## config.mk

```make
export PLATFORM = sky130hd
export DESIGN_NAME = tlcl_ctrl
export DESIGN_NICKNAME = d
export VERILOG_FILES = /design/src/rtl/text_line_column_locator_assert.svh /design/src/rtl/tlcl_pkg.sv /design/src/rtl/tlcl_ctrl.sv
export SDC_FILE = /design/constraint.sdc
export NUM_CORES = 1
export LEC_CHECK = 0
export CAP_MARGIN = 20
export CORE_AREA = 5 5 42 44
export DETAILED_ROUTE_END_ITERATION = 10
export DIE_AREA = 0 0 47 49
export DONT_BUFFER_PORTS = 1
export SLEW_MARGIN = 20
export SYNTH_ARGS = -nofsm -noshare
export SYNTH_HDL_FRONTEND = slang
export SYNTH_SLANG_ARGS = --single-unit
```

## constraint.sdc

```tcl
create_clock -name clk -period 3.3 [get_ports clk]
set_input_delay 0.66 -clock clk [delete_from_list [all_inputs] [get_ports clk]]
set_output_delay 0.66 -clock clk [all_outputs]
set_load 0.01 [all_outputs]
```

## src/rtl/text_line_column_locator_assert.svh

```systemverilog
// ----------------------------------------------------------------------------
// Text line column locator assertion macros
// Shared property forms for the locator checks, clocked on clk and
// disabled while rst_n is low.
// ----------------------------------------------------------------------------
`ifndef TEXT_LINE_COLUMN_LOCATOR_ASSERT_SVH
`define TEXT_LINE_COLUMN_LOCATOR_ASSERT_SVH

// same-cycle implication
`define TLCL_ASSERT_IMP(lbl, ante, cons) \
  lbl: assert property (@(posedge clk) disable iff (!rst_n) (ante) |-> (cons)) \
    else $error("tlcl: same-cycle check failed");

// next-cycle implication
`define TLCL_ASSERT_NXT(lbl, ante, cons) \
  lbl: assert property (@(posedge clk) disable iff (!rst_n) (ante) |=> (cons)) \
    else $error("tlcl: next-cycle check failed");

`endif

```

## src/rtl/tlcl_pkg.sv

```systemverilog
// ----------------------------------------------------------------------------
// Text line column locator package
// Constants, codes, state type and control structs shared by the locator.
// ----------------------------------------------------------------------------
`timescale 1ns / 1ps

package tlcl_pkg;

  localparam int MAX_LINES_DEF = 4096;
  localparam int POS_BITS_DEF  = 20;

  localparam int KIND_W = 2;
  localparam int BYTE_W = 8;
  localparam int TABS_W = 8;
  localparam int TS_W   = 5;
  localparam int LINE_W = 12;
  localparam int COL_W  = 21;
  localparam int OUT_W  = ((LINE_W + COL_W + 1 + 7) / 8) * 8;

  localparam logic [KIND_W-1:0] KIND_BYTE    = 2'd0;
  localparam logic [KIND_W-1:0] KIND_QUERY   = 2'd1;
  localparam logic [KIND_W-1:0] KIND_RESTART = 2'd2;

  localparam logic [BYTE_W-1:0] TAB_CHAR     = 8'd9;
  localparam logic [BYTE_W-1:0] NEWLINE_CHAR = 8'd10;
  localparam logic [TABS_W-1:0] TAB_COUNT_MAX = 8'd255;

  localparam logic [TS_W-1:0] TAB_WIDTH_RESET = 5'd4;
  localparam logic [TS_W-1:0] TAB_WIDTH_MIN   = 5'd1;
  localparam logic [TS_W-1:0] TAB_WIDTH_MAX   = 5'd16;

  typedef enum logic [2:0] {
    ST_IDLE,
    ST_READ,
    ST_CMP,
    ST_CALC,
    ST_COL
  } tlcl_state_t;

  typedef struct packed {
    logic take;
    logic rd_sel_lo;
    logic cmp;
    logic calc;
    logic out_load;
  } tlcl_cmd_t;

  typedef struct packed {
    logic more;
  } tlcl_status_t;

endpackage

```

## src/rtl/tlcl_ctrl.sv

```systemverilog
// ----------------------------------------------------------------------------
// Text line column locator controller
// Sequences item intake, the binary search over the line table, the
// column calculation and the output register load.
// ----------------------------------------------------------------------------
`timescale 1ns / 1ps

module tlcl_ctrl import tlcl_pkg::*; (
  input  logic              clk,
  input  logic              rst_n,
  input  logic              in_tvalid,
  input  logic [KIND_W-1:0] in_kind,
  output logic              in_tready,
  output logic              out_tvalid,
  input  logic              out_tready,
  input  tlcl_status_t      status,
  output tlcl_cmd_t         cmd
);

  tlcl_state_t state_r, state_nxt;
  logic        out_valid_r, out_valid_nxt;
  logic        out_free;

  assign out_free = !out_valid_r || out_tready;

  always_comb begin
    state_nxt = state_r;
    unique case (state_r)
      ST_IDLE: begin
        if (in_tvalid && in_kind == KIND_QUERY) begin
          state_nxt = ST_READ;
        end
      end
      ST_READ: begin
        state_nxt = status.more ? ST_CMP : ST_CALC;
      end
      ST_CMP: begin
        state_nxt = ST_READ;
      end
      ST_CALC: begin
        state_nxt = ST_COL;
      end
      ST_COL: begin
        if (out_free) begin
          state_nxt = ST_IDLE;
        end
      end
      default: begin
        state_nxt = ST_IDLE;
      end
    endcase
  end

  always_comb begin
    in_tready     = 1'b0;
    cmd           = '0;
    unique case (state_r)
      ST_IDLE: begin
        in_tready = 1'b1;
        cmd.take  = in_tvalid;
      end
      ST_READ: begin
        cmd.rd_sel_lo = !status.more;
      end
      ST_CMP: begin
        cmd.cmp = 1'b1;
      end
      ST_CALC: begin
        cmd.calc = 1'b1;
      end
      ST_COL: begin
        cmd.out_load = out_free;
      end
      default: begin
        in_tready = 1'b0;
      end
    endcase
  end

  always_comb begin
    out_valid_nxt = out_valid_r;
    if (cmd.out_load) begin
      out_valid_nxt = 1'b1;
    end else if (out_tready) begin
      out_valid_nxt = 1'b0;
    end
  end

  always_ff @(posedge clk) begin
    if (!rst_n) begin
      state_r     <= ST_IDLE;
      out_valid_r <= 1'b0;
    end else begin
      state_r     <= state_nxt;
      out_valid_r <= out_valid_nxt;
    end
  end

  assign out_tvalid = out_valid_r;

endmodule

```

; ---- Word-level counts from Yosys, hierarchy flattened
; Index checks and enable logic that the tools add are counted.
; Widths: inputs -> output; s select.
[op_classes]
n_eq_ne = 7
n_mux = 12
reduce_logical = 7
[op_table]
columns = cell, count
row1 = $pmux 3 s5, 1
row2 = $mux 1, 9
row3 = $eq 3x2->1 const B, 2
row4 = $mux 3, 2
row5 = $ne 2x2->1 const B, 2
row6 = $eq 3x1->1 const B, 1
row7 = $eq 3x3->1 const B, 1
row8 = $logic_not 3->1, 1
row9 = $eq 2x1->1 const B, 1
row10 = $logic_not 1->1, 2
row11 = $reduce_and 2->1, 1
row12 = $reduce_bool 2->1, 1
row13 = $logic_and 1x1->1, 1
row14 = $logic_or 1x1->1, 1
[totals]
ff_bits = 4
inputBits = 7
wordCells = 28

; ---- Longest topological paths before layout
; Gate-level depths: netlist of the first run.
[logic_depth]
ltp_word = 4
mapped_depth = 3
depth_no_buf = 2

; ---- Least setup slack after synthesis of the first run
; Ideal clock, no wire load.
[synth_timing]
path_type = input port to output port
from = input port status
to = output port cmd[3] (netlist bit)
arrival_time_ns = 1.098
t_required_ns = 2.640
slack_ns = 1.542
cell_stages = 1
path_buffers = 0
path_cell_list = nor4b_1
[synth_via]
elab_chain_len = 2
[synth_rtl]
columns = item, line
row1 = start: declaration, tlcl_ctrl.sv:16  ; input tlcl_status_t status,
row2 = $logic_not 1->1, tlcl_ctrl.sv:63  ; cmd.rd_sel_lo = !status.more;
row3 = $mux 1, tlcl_ctrl.sv:57  ; unique case (state_r)
row4 = end: declaration, tlcl_ctrl.sv:17  ; output tlcl_cmd_t cmd
; Every way passes these cells.

==> results of run 1 <==
[path summary, 6_finish.rpt]
kind	start	end	slack (ps)
min	rst_n	state_r[2]	540
min reg2reg	out_tvalid	out_tvalid	550
max	state_r[2]	cmd[0]	1350
max reg2reg	state_r[2]	out_tvalid	2280
[layer usage]
| layer | GRT usage, % | vias up | share of wire (%) |
|---|---|---|---|
| li1 | - | 83 | - |
| met1 | 4.84 | 73 | 40 |
| met2 | 5.66 | 11 | 40 |
| met3 | 8.12 | 0 | 20 |
| met4 | 1.38 | 0 | 0 |
| met5 | 0 | - | 0 |
[registers in the layout, summed over array words and instances (netlist names)]
name and flops:
out_tvalid 1, state_r 3
[area by class of cell]
cell class | instances | area share, %
Multi-Input combinational cell | 16 | 53.3
Sequential cell | 4 | 30.5
Clock buffer | 3 | 8.57
Tap cell | 16 | 7.62
[cells in the mapped netlist]
cell	number
sky130_fd_sc_hd__dfxtp_1	4
sky130_fd_sc_hd__a21boi_2	1
sky130_fd_sc_hd__and2_1	1
sky130_fd_sc_hd__and2b_2	1
sky130_fd_sc_hd__and3b_1	1
sky130_fd_sc_hd__and3b_2	1
sky130_fd_sc_hd__and4bb_2	1
sky130_fd_sc_hd__buf_4	1
sky130_fd_sc_hd__nand2b_1	1
sky130_fd_sc_hd__nand3b_1	1
sky130_fd_sc_hd__nor2b_1	1
sky130_fd_sc_hd__nor3_1	1
sky130_fd_sc_hd__nor3b_1	1
sky130_fd_sc_hd__nor4b_1	1
sky130_fd_sc_hd__o21ai_0	1
sky130_fd_sc_hd__o2bb2ai_2	1
sky130_fd_sc_hd__o311a_1	1
sky130_fd_sc_hd__or3b_4	1
[cells by family after synthesis]
kind of cell	share of synthesized area, %
buf+inv	3.30
compound gates	18.1
simple gates	43.4
flops	35.2
[worst max-delay path: cells and delay by family, from the launching register on]
family | cells | cell delay [ps]
AND/OR/NAND/NOR | 2 | 660
flip-flops | 1 | 400
[power by group through the flow]
stage	Clock, W	Combinational (W)	Sequential (W)
after floorplan	0	0.00000978	0.0000536
after global placement	0	0.0000106	0.0000545
after detailed placement	0	0.0000106	0.0000545
after CTS	0.0000650	0.0000106	0.0000537
after global routing	0.0000700	0.0000111	0.0000542
final	0.0000625	0.0000104	0.0000535
[per-stage QoR]
stage	area, um2	worst slack [ps]	std cells
3_3_place_gp	240	1500	36
2_1_floorplan	228	1540	21
4_1_cts	263	1340	39
3_5_place_dp	240	1480	36
5_1_grt	263	1300	39
6_report	263	1350	39
==> metrics.log, run 1 <==
INFO  metric final_period_minus_worst_setup_slack = 1950 ps
INFO  metric port-buffer-count = 0
INFO  metric skew = 7.82 ps
INFO  metric syn-cell-area = 228 um2
INFO  metric die_x = 47 um
INFO  metric p_int = 0.0000967 W
INFO  metric seq_power_share = 42.4%
INFO  metric worst-r2r-cell-count = 2
INFO  metric ys_ff_latch = 4
INFO  metric sw_frac_of_total = 23.5%
INFO  metric most_common_cell_after_layout_fill_and_taps_aside = sky130_fd_sc_hd__dfxtp_1
INFO  metric leakage = 0.0961 nW
INFO  metric cts-root-to-sink-buffers = 2
INFO  metric switchingPower = 0.0000297 W
INFO  metric syn_to_final_growth = 15.4%
INFO  metric fp-row-count = 14
INFO  metric hold_buffers = 0
INFO  metric antenna_left = 0
INFO  metric power.total = 0.000126 W
INFO  metric core_region_area = 1400 um2
INFO  metric drive_above_1_share = 39.1%
INFO  metric critical_path.cell_chain = or3b_4, nor2b_1
INFO  metric layout.cells.most_common_list = sky130_fd_sc_hd__dfxtp_1 (4), sky130_fd_sc_hd__clkbuf_4 (3)
INFO  metric grtUsageTotal = 5.07%
INFO  metric category_of_the_worst_setup_path_launch_point = flip-flop
INFO  metric detail_route.drc_violations = 0
INFO  metric cts_tree = done
INFO  metric vias_in_the_first_global_route = 174
INFO  metric worstSetupEndpointType = primary output
INFO  metric cts_made_buffers = 3
INFO  metric final_nets = 32
INFO  metric floorplan.die_area = 2300 um2
INFO  metric filler_cell_count = 164
INFO  metric initial_antenna_violation_count = 0
INFO  metric max_stage_delay = 430 ps
INFO  metric gp_congestion = 0.573
INFO  metric synthDistinctLibCells = 18
INFO  metric starting_density_of_the_core = 16.2%
INFO  metric detail_route.wirelength = 500 um
INFO  metric syn_nets = 28
INFO  metric worst_hold_slack = 540 ps
INFO  metric cts.reportedPaths.clkPinSlew = 30 ps
INFO  metric ioPinCount = 14
INFO  metric yosys.area.top_type = sky130_fd_sc_hd__dfxtp_1
INFO  metric drv_cap = 0
INFO  metric critPathSlowestCell = sky130_fd_sc_hd__or3b_4
INFO  metric timing.hold.worst_path_depth = 1
INFO  metric setup_viol_count_final = 0
INFO  metric clock-root-buffer = sky130_fd_sc_hd__clkbuf_4
INFO  metric clock_power_share = 49.4%
INFO  metric final-hold-violation-count = 0
INFO  metric multiInputGateArea = 140 um2
INFO  metric sequential_cell_area = 80.1 um2
INFO  metric synth.top_cell.area_share = 35.2%
INFO  metric grt-ovfl-total = 0
INFO  metric vias_after_detailed_routing = 167
INFO  metric timing.critical_path.required = 2640 ps
INFO  metric dpl.hpwl = 380 um
INFO  metric drt_first_pass_iters = 1
INFO  metric wl_per_cell = 12.8 um
INFO  metric maxSlewViolCount = 0
INFO  metric chipHeight = 49 um
INFO  metric timing_worst_slew_pin_value = 574 ps
INFO  metric avgSynthCellArea = 10.8 um2
INFO  metric timing.critical_path.arrival = 1290 ps
INFO  metric grt_first_pass_wirelength = 717 um
INFO  metric fraction_of_the_yosys_area_taken_by_sequential_cells = 35.2%
INFO  metric final.setup.tns = 0 ps
INFO  metric min_path_type = primary input to flip-flop
INFO  metric postCtsSetupRepairBufs = 0
INFO  metric synthesis.instances = 21
INFO  metric final_util = 18.8%
INFO  metric post_cts_resize_count = 0
INFO  metric synth.top_cells.by_area = sky130_fd_sc_hd__dfxtp_1 (35%), sky130_fd_sc_hd__o2bb2ai_2 (6.6%), sky130_fd_sc_hd__and4bb_2 (5.5%)
INFO  metric worst-setup-path-type = flip-flop to primary output
INFO  metric cts.htree.levels = 1
INFO  metric max_freq = 514 MHz
INFO  metric numClockSinks = 4
INFO  metric synth-warning-count = 0
INFO  metric drt_first_iter_violations = 0
INFO  metric clock_latency = 240 ps
INFO  metric power.share.combinational = 8.2%
INFO  metric power.density_cell_area = 481 nW/um2
INFO  metric worstPathMaxFanout = 7
INFO  metric num_antenna_cells = 0
INFO  metric grt_start_max_net_pins = 9
INFO  metric max_slew_margin = 61.2%
INFO  metric rsz0062_at_grt = false
INFO  metric final.period_utilization = 59.0%
INFO  metric viasPerCell = 4.28
INFO  metric vdd_drop_max = 0.000177 V
INFO  metric result_of_the_run = complete, no violations
No activity file was read; power rests on OpenSTA's default activity.
==> run 2, diff against run 1 <==
- clock period: 3.3 -> 1.9 ns (I/O delays scaled with it)
==> run 2 against run 1 <==
Critical path depth stayed put. Core utilization unchanged. Sequential share of layout area stayed put. Power is 70% higher. Flip-flop and latch count did not move. Non-clock buffer count stayed put. Sequential power grew 75%. Setup slack lost 1100 ps.
==> metrics.log, run 2 (synthesis results as in run 1) <==
INFO  metric final_period_minus_worst_setup_slack = 1670 ps
INFO  metric final.period_utilization = 88.1%
INFO  metric drv_cap = 0 (unchanged)
INFO  metric max_ffs_per_register = 3 (unchanged)
INFO  metric syn_to_final_growth = 15.4% (unchanged)
INFO  metric max_stage_delay = 430 ps (about the same)
INFO  metric postCtsSetupRepairBufs = 0 (unchanged)
INFO  metric leakage = 0.0961 nW (unchanged)
INFO  metric skew = 3.58 ps (-4.24 ps)
INFO  metric drt_first_pass_iters = 2 (+1)
INFO  metric grtUsageTotal = 5.21% (+0.14 points)
INFO  metric post_cts_resize_count = 0 (unchanged)
INFO  metric initial_antenna_violation_count = 0 (unchanged)
INFO  metric worstSetupEndpointType = primary output
INFO  metric final.setup.tns = 0 ps (unchanged)
INFO  metric hold_buffers = 0 (unchanged)
INFO  metric num_antenna_cells = 0 (unchanged)
INFO  metric dpl.hpwl = 399 um (+5.1%)
INFO  metric vias_in_the_first_global_route = 167 (-4.0%)
INFO  metric detail_route.wirelength = 495 um (-1.0%)
INFO  metric worst-setup-path-type = flip-flop to primary output
INFO  metric worst_r2r_startpoint = state_r[2]
INFO  metric ioPinCount = 14 (unchanged)
INFO  metric final_nets = 32 (unchanged)
INFO  metric grt_first_pass_wirelength = 765 um (+6.7%)
INFO  metric grt_start_max_net_pins = 9 (unchanged)
INFO  metric vdd_drop_max = 0.000266 V (+50%)
INFO  metric antenna_left = 0 (unchanged)
INFO  metric die_x = 47 um (unchanged)
INFO  metric min_path_type = primary input to flip-flop
INFO  metric layout.cells.most_common_list = sky130_fd_sc_hd__dfxtp_1 (4), sky130_fd_sc_hd__clkbuf_4 (3)
INFO  metric category_of_the_worst_setup_path_launch_point = flip-flop
INFO  metric cts-root-to-sink-buffers = 2 (unchanged)
INFO  metric max_freq = 598 MHz
INFO  metric setup_viol_count_final = 0 (unchanged)
INFO  metric final_util = 18.8% (unchanged)
INFO  metric clock_latency = 230 ps (about the same)
INFO  metric result_of_the_run = complete, no violations
INFO  metric timing.critical_path.buf_inv = 0 (unchanged)
INFO  metric clock-root-buffer = sky130_fd_sc_hd__clkbuf_4
INFO  metric filler_cell_count = 162 (-1.2%)
INFO  metric gp_congestion = 0.612 (+6.8%)
INFO  metric max_flop_register = state_r
INFO  metric final-hold-violation-count = 0 (unchanged)
INFO  metric cts_tree = done
INFO  metric fp-row-count = 14 (unchanged)
INFO  metric worstPathMaxFanout = 7 (unchanged)
INFO  metric critPathSlowestCell = sky130_fd_sc_hd__or3b_4
INFO  metric drt_first_iter_violations = 3 (+3)
INFO  metric power.density_cell_area = 817 nW/um2 (+70%)
INFO  metric wl_per_cell = 12.7 um (-1.0%)
INFO  metric port-buffer-count = 0 (unchanged)
INFO  metric numClockSinks = 4 (unchanged)
INFO  metric timing.critical_path.arrival = 1290 ps (about the same)
INFO  metric cts_made_buffers = 3 (unchanged)
INFO  metric floorplan.die_area = 2300 um2 (unchanged)
INFO  metric max_slew_margin = 60.5% (-0.69 points)
INFO  metric viasPerCell = 4.54 (+6.0%)
INFO  metric timing.critical_path.required = 1520 ps (-1120 ps)
INFO  metric chipHeight = 49 um (unchanged)
INFO  metric vias_after_detailed_routing = 177 (+6.0%)
INFO  metric timing_worst_slew_pin_value = 584 ps (+10.2 ps)
INFO  metric placed_cells_incl_taps = 36 (unchanged)
INFO  metric finish.cell_count_without_fillers = 39 (unchanged)
INFO  metric drive_above_1_share = 39.1% (unchanged)
INFO  metric rsz0062_at_grt = false
INFO  metric timing_startpoint_of_the_critical_path = state_r[2]
INFO  metric detail_route.drc_violations = 0 (unchanged)
INFO  metric starting_density_of_the_core = 16.2% (unchanged)
INFO  metric cts.htree.levels = 1 (unchanged)
INFO  metric critical_path.cell_chain = or3b_4, nor2b_1
INFO  metric worstHoldStart = rst_n
INFO  metric most_common_cell_after_layout_fill_and_taps_aside = sky130_fd_sc_hd__dfxtp_1
INFO  metric maxSlewViolCount = 0 (unchanged)
INFO  metric grt-ovfl-total = 0 (unchanged)
INFO  metric cts.reportedPaths.clkPinSlew = 40 ps (about the same)
INFO  metric cpLargestDelayFamily = simple AND/OR/NAND/NOR gates
INFO  metric core_region_area = 1400 um2 (unchanged)
-- run 2: cell counts in the layout (fill, tap and decap cells not counted) --
Identical to the previous run, type by type.
-- run 2: through the flow --
| step | hold WS, ps | instance area [um2] | power [W] | worst slack (ps) |
|---|---|---|---|---|
| after floorplan | 488 | 228 | 0.000110 | 519 |
| after global placement | 502 | 240 | 0.000113 | 476 |
| after detailed placement | 495 | 240 | 0.000113 | 466 |
| after CTS | 252 | 263 | 0.000222 | 210 |
| after global routing | 249 | 263 | 0.000234 | 137 |
| final | 262 | 263 | 0.000215 | 227 |
-- run 2: worst register-to-register path, stage by stage, from the launching register on --
cell and delay (ps):
sky130_fd_sc_hd__dfxtp_1 410, sky130_fd_sc_hd__or3b_4 430, sky130_fd_sc_hd__a21boi_2 140
-- run 2: cell type report --
cell class	count	area [um2]	share of cell area [%]
Multi-Input combinational cell	16	140	53.3
Sequential cell	4	80.1	30.5
Clock buffer	3	22.5	8.57
Tap cell	16	20.0	7.62
-- run 2: routing by layer --
layer / vias up / routed length (um) / GRT usage, %
li1: 85 / - / -
met1: 82 / 204 / 5.26
met2: 10 / 210 / 5.88
met3: 0 / 80 / 6.64
met4: 0 / 0 / 2.76
met5: - / 0 / 0
-- run 2: path summary, 6_finish.rpt --
path	end	slack [ps]	cells past startpoint
hold reg to reg	out_tvalid	560	2
setup / recovery	cmd[0]	230	2
hold / removal	state_r[2]	260	1
setup reg to reg	out_tvalid	870	2
-- run 2: power by group --
part | leakage, nW | internal (W) | total (W) | switching [W]
Clock | 0.0138 | 0.0000705 | 0.000103 | 0.0000325
Sequential | 0.0325 | 0.0000878 | 0.0000934 | 0.00000564
Combinational | 0.0498 | 0.00000938 | 0.0000184 | 0.00000901
Total | 0.0961 | 0.000168 | 0.000215 | 0.0000471
